[src/rtl/core/hfa_pkg.sv]
// shared constants, codes and types of the hole fit allocator
`timescale 1ns / 1ps

package hfa_pkg;

   localparam int MAX_BLOCKS = 16;
   localparam int ADDR_BITS  = 16;
   localparam int ID_BITS    = 8;
   localparam int IDX_BITS   = $clog2(MAX_BLOCKS);
   localparam int CNT_BITS   = $clog2(MAX_BLOCKS + 1);
   localparam int STS_BITS   = 3;

   localparam logic [ADDR_BITS-1:0] TOTAL_RESET = ADDR_BITS'(1024);

   localparam logic [STS_BITS-1:0] ST_OK        = 3'd0;
   localparam logic [STS_BITS-1:0] ST_TOO_BIG   = 3'd1;
   localparam logic [STS_BITS-1:0] ST_ID_EXISTS = 3'd2;
   localparam logic [STS_BITS-1:0] ST_NO_HOLE   = 3'd3;
   localparam logic [STS_BITS-1:0] ST_FULL      = 3'd4;

   typedef struct packed {
      logic                 command;
      logic [ID_BITS-1:0]   block_id;
      logic [ADDR_BITS-1:0] block_size;
   } req_type;

   typedef struct packed {
      logic [STS_BITS-1:0]  status;
      logic [ADDR_BITS-1:0] block_start;
      logic [ADDR_BITS-1:0] block_end;
      logic [ADDR_BITS-1:0] free_left;
   } rsp_type;

   typedef struct packed {
      logic [ID_BITS-1:0]   id;
      logic [ADDR_BITS-1:0] base;
      logic [ADDR_BITS-1:0] limit;
   } entry_type;

   typedef struct packed {
      logic load;
      logic check;
      logic scan;
      logic last;
      logic decide;
   } cmd_type;

   typedef struct packed {
      logic too_big;
      logic table_empty;
      logic scan_last;
   } sts_type;

endpackage

[src/rtl/core/hfa_table.sv]
// sorted block table with one read port and shift insert
`timescale 1ns / 1ps

module hfa_table (
   input  logic                              clock,
   input  logic                              reset,
   input  logic                              clear,
   input  logic [hfa_pkg::IDX_BITS-1:0]      rd_idx,
   output hfa_pkg::entry_type                rd_data,
   input  logic                              ins_en,
   input  logic [hfa_pkg::CNT_BITS-1:0]      ins_pos,
   input  hfa_pkg::entry_type                ins_data,
   output logic [hfa_pkg::CNT_BITS-1:0]      count
);

   hfa_pkg::entry_type                 entry_ff [hfa_pkg::MAX_BLOCKS];
   logic [hfa_pkg::CNT_BITS-1:0]       count_ff;
   logic [hfa_pkg::CNT_BITS-1:0]       count_in;

   always_comb begin
      count_in = count_ff;
      if (clear) begin
         count_in = '0;
      end else if (ins_en) begin
         count_in = count_ff + hfa_pkg::CNT_BITS'(1);
      end
   end

   always_ff @(posedge clock) begin
      if (reset) begin
         count_ff <= '0;
      end else begin
         count_ff <= count_in;
      end
   end

   // entries above the insert point move up by one in the same cycle
   always_ff @(posedge clock) begin
      if (ins_en) begin
         if (ins_pos == '0) begin
            entry_ff[0] <= ins_data;
         end
         for (int k = 1; k < hfa_pkg::MAX_BLOCKS; k++) begin
            if (hfa_pkg::CNT_BITS'(k) == ins_pos) begin
               entry_ff[k] <= ins_data;
            end else if (hfa_pkg::CNT_BITS'(k) > ins_pos &&
                         hfa_pkg::CNT_BITS'(k) <= count_ff) begin
               entry_ff[k] <= entry_ff[k-1];
            end
         end
      end
   end

   assign rd_data = entry_ff[rd_idx];
   assign count   = count_ff;

endmodule

[src/rtl/core/hfa_datapath.sv]
// request registers, hole evaluation, free amount and result register
`timescale 1ns / 1ps

module hfa_datapath (
   input  logic                           clock,
   input  logic                           reset,
   input  hfa_pkg::cmd_type               cmd,
   output hfa_pkg::sts_type               sts,
   input  hfa_pkg::req_type               req_data,
   input  logic                           csr_we,
   input  logic [hfa_pkg::ADDR_BITS-1:0]  csr_wdata,
   output logic                           rsp_valid,
   output hfa_pkg::rsp_type               rsp_data
);

   localparam int AW = hfa_pkg::ADDR_BITS;
   localparam int IW = hfa_pkg::IDX_BITS;
   localparam int CW = hfa_pkg::CNT_BITS;

   hfa_pkg::req_type    req_ff;
   logic [AW-1:0]       total_ff;
   logic [AW-1:0]       free_ff;
   logic [AW-1:0]       free_in;
   logic [IW-1:0]       idx_ff;
   logic [AW-1:0]       prev_end_ff;
   logic                found_ff;
   logic                dup_ff;
   logic [IW-1:0]       chosen_ff;
   logic [AW-1:0]       best_hole_ff;
   logic [AW-1:0]       chosen_base_ff;
   hfa_pkg::rsp_type    rsp_ff;
   hfa_pkg::rsp_type    rsp_in;
   logic                rsp_valid_ff;
   logic                rsp_valid_in;

   hfa_pkg::entry_type  rd_data;
   logic                ins_en;
   logic [CW-1:0]       ins_pos;
   hfa_pkg::entry_type  ins_data;
   logic [CW-1:0]       count;

   logic [AW-1:0]       hole_limit;
   logic [AW-1:0]       hole;
   logic                eval_hole;
   logic                take_hole;
   logic [IW-1:0]       hole_idx;
   logic [AW-1:0]       free_after;
   logic [hfa_pkg::STS_BITS-1:0] decide_status;

   hfa_table u_table (
      .clock    (clock),
      .reset    (reset),
      .clear    (csr_we),
      .rd_idx   (idx_ff),
      .rd_data  (rd_data),
      .ins_en   (ins_en),
      .ins_pos  (ins_pos),
      .ins_data (ins_data),
      .count    (count)
   );

   assign sts.too_big     = req_ff.block_size > free_ff;
   assign sts.table_empty = count == '0;
   assign sts.scan_last   = CW'(idx_ff) == count - CW'(1);

   // hole after the previous entry: up to this entry's base, or to the end of memory
   assign hole_limit = cmd.last ? total_ff : rd_data.base;
   assign hole       = (hole_limit >= prev_end_ff) ? hole_limit - prev_end_ff : '0;
   assign eval_hole  = cmd.last || (cmd.scan && idx_ff != '0);
   assign hole_idx   = cmd.last ? idx_ff : idx_ff - IW'(1);
   assign take_hole  = eval_hole && hole >= req_ff.block_size &&
                       (!found_ff || (req_ff.command && hole < best_hole_ff));

   assign free_after = free_ff - req_ff.block_size;

   always_comb begin
      if (dup_ff) begin
         decide_status = hfa_pkg::ST_ID_EXISTS;
      end else if (count == CW'(hfa_pkg::MAX_BLOCKS)) begin
         decide_status = hfa_pkg::ST_FULL;
      end else if (!found_ff) begin
         decide_status = hfa_pkg::ST_NO_HOLE;
      end else begin
         decide_status = hfa_pkg::ST_OK;
      end
   end

   always_comb begin
      ins_en         = 1'b0;
      ins_pos        = CW'(chosen_ff) + CW'(1);
      ins_data.id    = req_ff.block_id;
      ins_data.base  = chosen_base_ff;
      ins_data.limit = chosen_base_ff + req_ff.block_size;
      free_in        = free_ff;
      rsp_valid_in   = 1'b0;
      rsp_in.status      = hfa_pkg::ST_OK;
      rsp_in.block_start = '0;
      rsp_in.block_end   = '0;
      rsp_in.free_left   = free_ff;
      if (cmd.check) begin
         if (sts.too_big) begin
            rsp_valid_in  = 1'b1;
            rsp_in.status = hfa_pkg::ST_TOO_BIG;
         end else if (sts.table_empty) begin
            ins_en             = 1'b1;
            ins_pos            = '0;
            ins_data.base      = '0;
            ins_data.limit     = req_ff.block_size;
            free_in            = free_after;
            rsp_valid_in       = 1'b1;
            rsp_in.block_end   = req_ff.block_size;
            rsp_in.free_left   = free_after;
         end
      end else if (cmd.decide) begin
         rsp_valid_in  = 1'b1;
         rsp_in.status = decide_status;
         if (decide_status == hfa_pkg::ST_OK) begin
            ins_en             = 1'b1;
            free_in            = free_after;
            rsp_in.block_start = chosen_base_ff;
            rsp_in.block_end   = chosen_base_ff + req_ff.block_size;
            rsp_in.free_left   = free_after;
         end
      end
      if (csr_we) begin
         free_in = csr_wdata;
      end
   end

   always_ff @(posedge clock) begin
      if (reset) begin
         total_ff     <= hfa_pkg::TOTAL_RESET;
         free_ff      <= hfa_pkg::TOTAL_RESET;
         rsp_valid_ff <= 1'b0;
      end else begin
         if (csr_we) begin
            total_ff <= csr_wdata;
         end
         free_ff      <= free_in;
         rsp_valid_ff <= rsp_valid_in;
      end
   end

   always_ff @(posedge clock) begin
      if (cmd.load) begin
         req_ff   <= req_data;
         idx_ff   <= '0;
         found_ff <= 1'b0;
         dup_ff   <= 1'b0;
      end
      if (cmd.scan) begin
         prev_end_ff <= rd_data.limit;
         if (rd_data.id == req_ff.block_id) begin
            dup_ff <= 1'b1;
         end
         if (!sts.scan_last) begin
            idx_ff <= idx_ff + IW'(1);
         end
      end
      if (take_hole) begin
         found_ff       <= 1'b1;
         chosen_ff      <= hole_idx;
         best_hole_ff   <= hole;
         chosen_base_ff <= prev_end_ff;
      end
      if (rsp_valid_in) begin
         rsp_ff <= rsp_in;
      end
   end

   assign rsp_valid = rsp_valid_ff;
   assign rsp_data  = rsp_ff;

endmodule

[src/rtl/core/hfa_controller.sv]
// sequencing state machine of the allocator
`timescale 1ns / 1ps

module hfa_controller (
   input  logic              clock,
   input  logic              reset,
   input  logic              start,
   output logic              busy,
   input  hfa_pkg::sts_type  sts,
   output hfa_pkg::cmd_type  cmd
);

   localparam logic [2:0] S_IDLE   = 3'd0;
   localparam logic [2:0] S_CHECK  = 3'd1;
   localparam logic [2:0] S_SCAN   = 3'd2;
   localparam logic [2:0] S_LAST   = 3'd3;
   localparam logic [2:0] S_DECIDE = 3'd4;

   logic [2:0] state_ff;
   logic [2:0] state_in;

   always_comb begin
      state_in   = state_ff;
      cmd        = '0;
      case (state_ff)
         S_IDLE: begin
            if (start) begin
               cmd.load = 1'b1;
               state_in = S_CHECK;
            end
         end
         S_CHECK: begin
            cmd.check = 1'b1;
            // oversize and empty-table requests finish here
            if (sts.too_big || sts.table_empty) begin
               state_in = S_IDLE;
            end else begin
               state_in = S_SCAN;
            end
         end
         S_SCAN: begin
            cmd.scan = 1'b1;
            if (sts.scan_last) begin
               state_in = S_LAST;
            end
         end
         S_LAST: begin
            cmd.last = 1'b1;
            state_in = S_DECIDE;
         end
         S_DECIDE: begin
            cmd.decide = 1'b1;
            state_in   = S_IDLE;
         end
         default: begin
            state_in = S_IDLE;
         end
      endcase
   end

   always_ff @(posedge clock) begin
      if (reset) begin
         state_ff <= S_IDLE;
      end else begin
         state_ff <= state_in;
      end
   end

   assign busy = state_ff != S_IDLE;

endmodule

[src/rtl/core/hole_fit_allocator.sv]
// top level of the first-fit / best-fit contiguous allocator
`timescale 1ns / 1ps

// A request is taken when start is high and busy is low. Oversized requests and requests
// into an empty table finish in the check state; all others pass through the table scan,
// which reads one entry per cycle through a single read port and evaluates one hole
// per cycle, then the hole after the last entry and the decision. Each request gives
// exactly one result, shown on rsp_data for one cycle with rsp_valid high; the
// receiver cannot stall it and must take it in that cycle. A write to csr_wdata
// sets the memory size and empties the table; write only while busy is low.
module hole_fit_allocator (
   input  logic                           clock,
   input  logic                           reset,
   input  logic                           start,
   output logic                           busy,
   input  hfa_pkg::req_type               req_data,
   output logic                           rsp_valid,
   output hfa_pkg::rsp_type               rsp_data,
   input  logic                           csr_we,
   input  logic [hfa_pkg::ADDR_BITS-1:0]  csr_wdata
);

   hfa_pkg::cmd_type cmd;
   hfa_pkg::sts_type sts;

   hfa_controller u_controller (
      .clock (clock),
      .reset (reset),
      .start (start),
      .busy  (busy),
      .sts   (sts),
      .cmd   (cmd)
   );

   hfa_datapath u_datapath (
      .clock     (clock),
      .reset     (reset),
      .cmd       (cmd),
      .sts       (sts),
      .req_data  (req_data),
      .csr_we    (csr_we),
      .csr_wdata (csr_wdata),
      .rsp_valid (rsp_valid),
      .rsp_data  (rsp_data)
   );

endmodule

[config.mk]
export PLATFORM = sky130hd
export DESIGN_NAME = hole_fit_allocator
export DESIGN_NICKNAME = d
export VERILOG_FILES = /design/src/rtl/core/hfa_pkg.sv /design/src/rtl/core/hfa_table.sv /design/src/rtl/core/hfa_datapath.sv /design/src/rtl/core/hfa_controller.sv /design/src/rtl/core/hole_fit_allocator.sv
export SDC_FILE = /design/constraint.sdc
export NUM_CORES = 2
export LEC_CHECK = 0
export ABC_AREA = 0
export BUFFER_PORTS_ARGS = -buffer_cell sky130_fd_sc_hd__buf_4
export CAP_MARGIN = 15
export CORE_MARGIN = 3
export CORE_UTILIZATION = 50
export DETAILED_ROUTE_END_ITERATION = 7
export PLACE_DENSITY = 0.67
export SLEW_MARGIN = 15
export SYNTH_ARGS = -nofsm -noshare
export SYNTH_HDL_FRONTEND = slang
export SYNTH_SLANG_ARGS = --single-unit
[constraint.sdc]
create_clock -name clock -period 20.2 [get_ports clock]
set_input_delay 2.02 -clock clock [delete_from_list [all_inputs] [get_ports clock]]
set_output_delay 2.02 -clock clock [all_outputs]
set_load 0.05 [all_outputs]
==> impl_metrics.py <==
metrics = {
    "run_status": {
        "status": "finished, final reports clean",
    },
    "sta": {
        "post-route-period-util_pct": 42.4,
        "fmax_mhz": 117,
        "drv_slew": 0,
        "setup_slack_ns": 11.64,
        "tightest_slew_ns": 1.28,
        "period_needed_ns": 8.56,
        "setup-violations-final": 0,
        "finalSetupTns_ns": 0,
        "finalClockSkew_ns": 0.0264,
        "hold_viol_final": 0,
        "rsz0062_at_grt": "false",
        "slew_headroom_pct": 14.1,
    },
    "floorplan": {
        "die_width_um": 294,
        "placementRows": 104,
        "start_util_pct": 50.9,
        "dieArea_sq_um": 86300,
        "core_sq_um": 81300,
        "ios": 98,
        "fp.dieH_um": 294,
    },
    "layout": {
        "fin_area_sq_um": 45900,
        "multiInputGateArea_sq_um": 16200,
        "final_nets": 3642,
        "final.fill_count": 6634,
        "seqCellArea_sq_um": 24000,
        "syn_to_final_growth_pct": 10.8,
        "drive_gt1_share_pct": 16.5,
    },
    "cts": {
        "clock_path_buffers": 3,
        "clock-sinks": 815,
        "clock_latency_ns": 0.65,
        "cts_tree": "done",
        "cts_setup_buffers": 0,
        "path_clk_slew_ns": 0.06,
        "hold_buffers": 0,
        "root_buffer": "clkbuf_16",
        "ctsResizeCount": 0,
        "htree_levels": 3,
        "cts_buffers": 84,
    },
    "worst_setup_path": {
        "cpLargestDelayFamily": "buffers and inverters",
        "worstPathCellList": "buf_4, buf_4, mux4_2, mux4_2, mux2_2, ha_1, inv_1, o21bai_1, a221oi_1, a21boi_1, buf_4, nor3b_1, ha_1, a21o_1, a21oi_1, nor2b_1, o31a_1, o21ai_0, o211ai_1, a311oi_4, buf_4",
        "cp_data_required_time_ns": 20.51,
        "crit_path_frequent_cell": "buf_4",
        "max_stage_delay_ns": 1.01,
        "worst_setup_path_start_kind": "flop",
        "crit_buf_inv": 5,
        "slowest_stage": "buf_4",
        "path_class": "flop to flop",
        "cp_max_fo": 70,
        "endpoint_kind": "flop",
        "worstPathArrival_ns": 8.87,
    },
    "grt": {
        "grt_pass1_wl_um": 184000,
        "antenna_found_initial": 3,
        "first_global_vias": 27785,
        "grt-ovfl-total": 0,
        "grt_max_degree": 112,
        "track_usage_pct": 29.2,
    },
    "yosys": {
        "async_reset_ff_share_pct": 0,
        "synthMuxAreaShare_pct": 12.5,
        "yosys.area_share.simple_pct": 12.0,
        "synthTopCellsByCount": "edfxtp_1, nand2_1, nor2_1",
        "synthFlopType": "edfxtp_1",
        "synth-seq-cells": 815,
        "yosys.area_share.xor_xnor_pct": 1.27,
        "synth_edf_count": 768,
        "yosysMostFrequentCell": "edfxtp_1",
        "synth_area_leaders": "edfxtp_1, mux4_2, nand2_1, o21ai_0, a21oi_1",
        "synth-adder-area-share_pct": 2.74,
        "synth_top_family_by_area": "multiplexers",
        "avgSynthCellArea_sq_um": 11.8,
        "syn_nets": 3654,
        "synth-compound-area-share_pct": 9.89,
        "yosysTopAreaCell": "edfxtp_1",
        "synth-seq-area-share_pct": 58.0,
        "synthCells": 3520,
        "synthDominantCellAreaShare_pct": 55.7,
        "yosysWarnings": 0,
        "synth_cell_types": 82,
        "netlist_area_sq_um": 41400,
    },
    "pwr": {
        "worst_ir_drop_vdd_mv": 0.0723,
        "p_int_w": 0.00280,
        "switching_share_pct": 22.7,
        "p_clk_share_pct": 42.1,
        "leakage_nw": 15.9,
        "power_w": 0.00363,
        "power_switching_w": 0.000824,
        "power_frac_comb_pct": 6.0,
        "power_frac_seq_pct": 51.9,
        "power_density_nw_per_um2": 79.1,
    },
    "placement": {
        "post-place-ws_ns": 11.82,
        "routabilityCongestion": 0.900,
        "postPlaceCellArea_sq_um": 43200,
        "hpwl_um": 75800,
        "io_buffer_count": 97,
    },
    "routing": {
        "wl_per_cell_um": 27.4,
        "antenna_left": 0,
        "met1Wirelength_um": 49100,
        "first_pass_iters": 6,
        "drc_errors": 0,
        "routed_via_density": 6.30,
        "wl_met3_um": 14900,
        "routed_wl_um": 127000,
        "initialDrtViolationCount": 3848,
        "vias": 29223,
        "top_layer": "met4",
        "met2_length_um": 57700,
    },
    "min_path": {
        "hold_class": "flop to flop",
    },
    "run": {
        "maxCapViolations": 0,
    },
}
==> state kept, by name, summed over array words and instances (netlist names) <==
register                     cells
u_datapath.idx_ff                4
u_controller.state_ff            3
u_datapath.rsp_valid             1
u_datapath.u_table.count         5
u_datapath.dup_ff                1
u_datapath.free_ff              16
u_datapath.ins_data              8
u_datapath.chosen_ff             4
u_datapath.rsp_data             51
u_datapath.req_ff               17
u_datapath.chosen_base_ff       16
u_datapath.found_ff              1
u_datapath.prev_end_ff          16
u_datapath.best_hole_ff         16
u_datapath.total_ff             16
u_datapath.u_table.entry_ff    640
==> logic make-up after synthesis <==
family / count (synthesis)
adders and majority gates: 89
and+or+nand+nor: 1204
xor gates and xnor gates: 60
muxes: 258
AOI/OAI and AO/OA: 732
DFF: 815
buffers and inverters: 362
==> path summary, 6_finish.rpt <==
path | end | cells past startpoint | slack [ns] | startpoint
worst min-delay path | u_datapath.chosen_base_ff[9] | 0 | 0.47 | u_datapath.prev_end_ff[9]
worst max register to register | u_datapath.chosen_base_ff[11] | 21 | 11.64 | u_datapath.idx_ff[1]
worst min register to register | u_datapath.chosen_base_ff[9] | 0 | 0.47 | u_datapath.prev_end_ff[9]
worst max-delay path | u_datapath.chosen_base_ff[11] | 21 | 11.64 | u_datapath.idx_ff[1]
==> routing by layer <==
layer / GRT usage (%) / up-vias
met1: 40.3 / 14285
met4: 11.5 / 0
li1: - / 12825
met5: 0 / -
met2: 45.2 / 1809
met3: 6.99 / 304
==> metrics by stage <==
stage	hold WS [ns]	util, %	std cells
6_report	0.471	56.4	4637
2_1_floorplan	0.421	-	3520
3_5_place_dp	0.454	53.1	4482
3_3_place_gp	0.434	53.1	4482
5_1_grt	0.487	56.4	4635
4_1_cts	0.469	56.4	4635
==> power by group through the flow <==
stage	Clock [W]	Sequential, W	Combinational [W]
floorplan	0	0.00193	0.000138
global placement	0	0.00192	0.000210
detailed placement	0	0.00192	0.000216
CTS	0.00155	0.00188	0.000216
global route	0.00161	0.00188	0.000239
finish	0.00153	0.00188	0.000218
==> final cells by class <==
class / instances / share of cell area (%)
Sequential cell: 815 / 52.4
Multi-Input combinational cell: 2343 / 35.4
Clock buffer: 115 / 5.13
Tap cell: 1060 / 2.89
Timing Repair Buffer: 163 / 2.70
Inverter: 101 / 0.827
Clock inverter: 38 / 0.647
Antenna cell: 2 / 0.0109
==> cells in the final DEF (no fill, tap or decap), drive strengths merged, types with 14 or more instances in the layout <==
master	netlist	routed
xor2	31	31
mux4	200	200
mux2i	33	33
clkbuf	154	115
o21a	21	21
clkinv	0	30
mux2	25	25
dfxtp	47	47
nand3	32	32
nor3	19	19
o211ai	14	14
or3	16	16
a21oi	280	280
o21ai	311	311
inv	101	104
a21o	23	23
nand2	722	722
nor2b	14	14
and2	25	25
nand2b	16	16
edfxtp	768	768
buf	107	163
xnor2	29	29
ha	86	86
nor2	320	320
(Power assumes the default switching activity.)
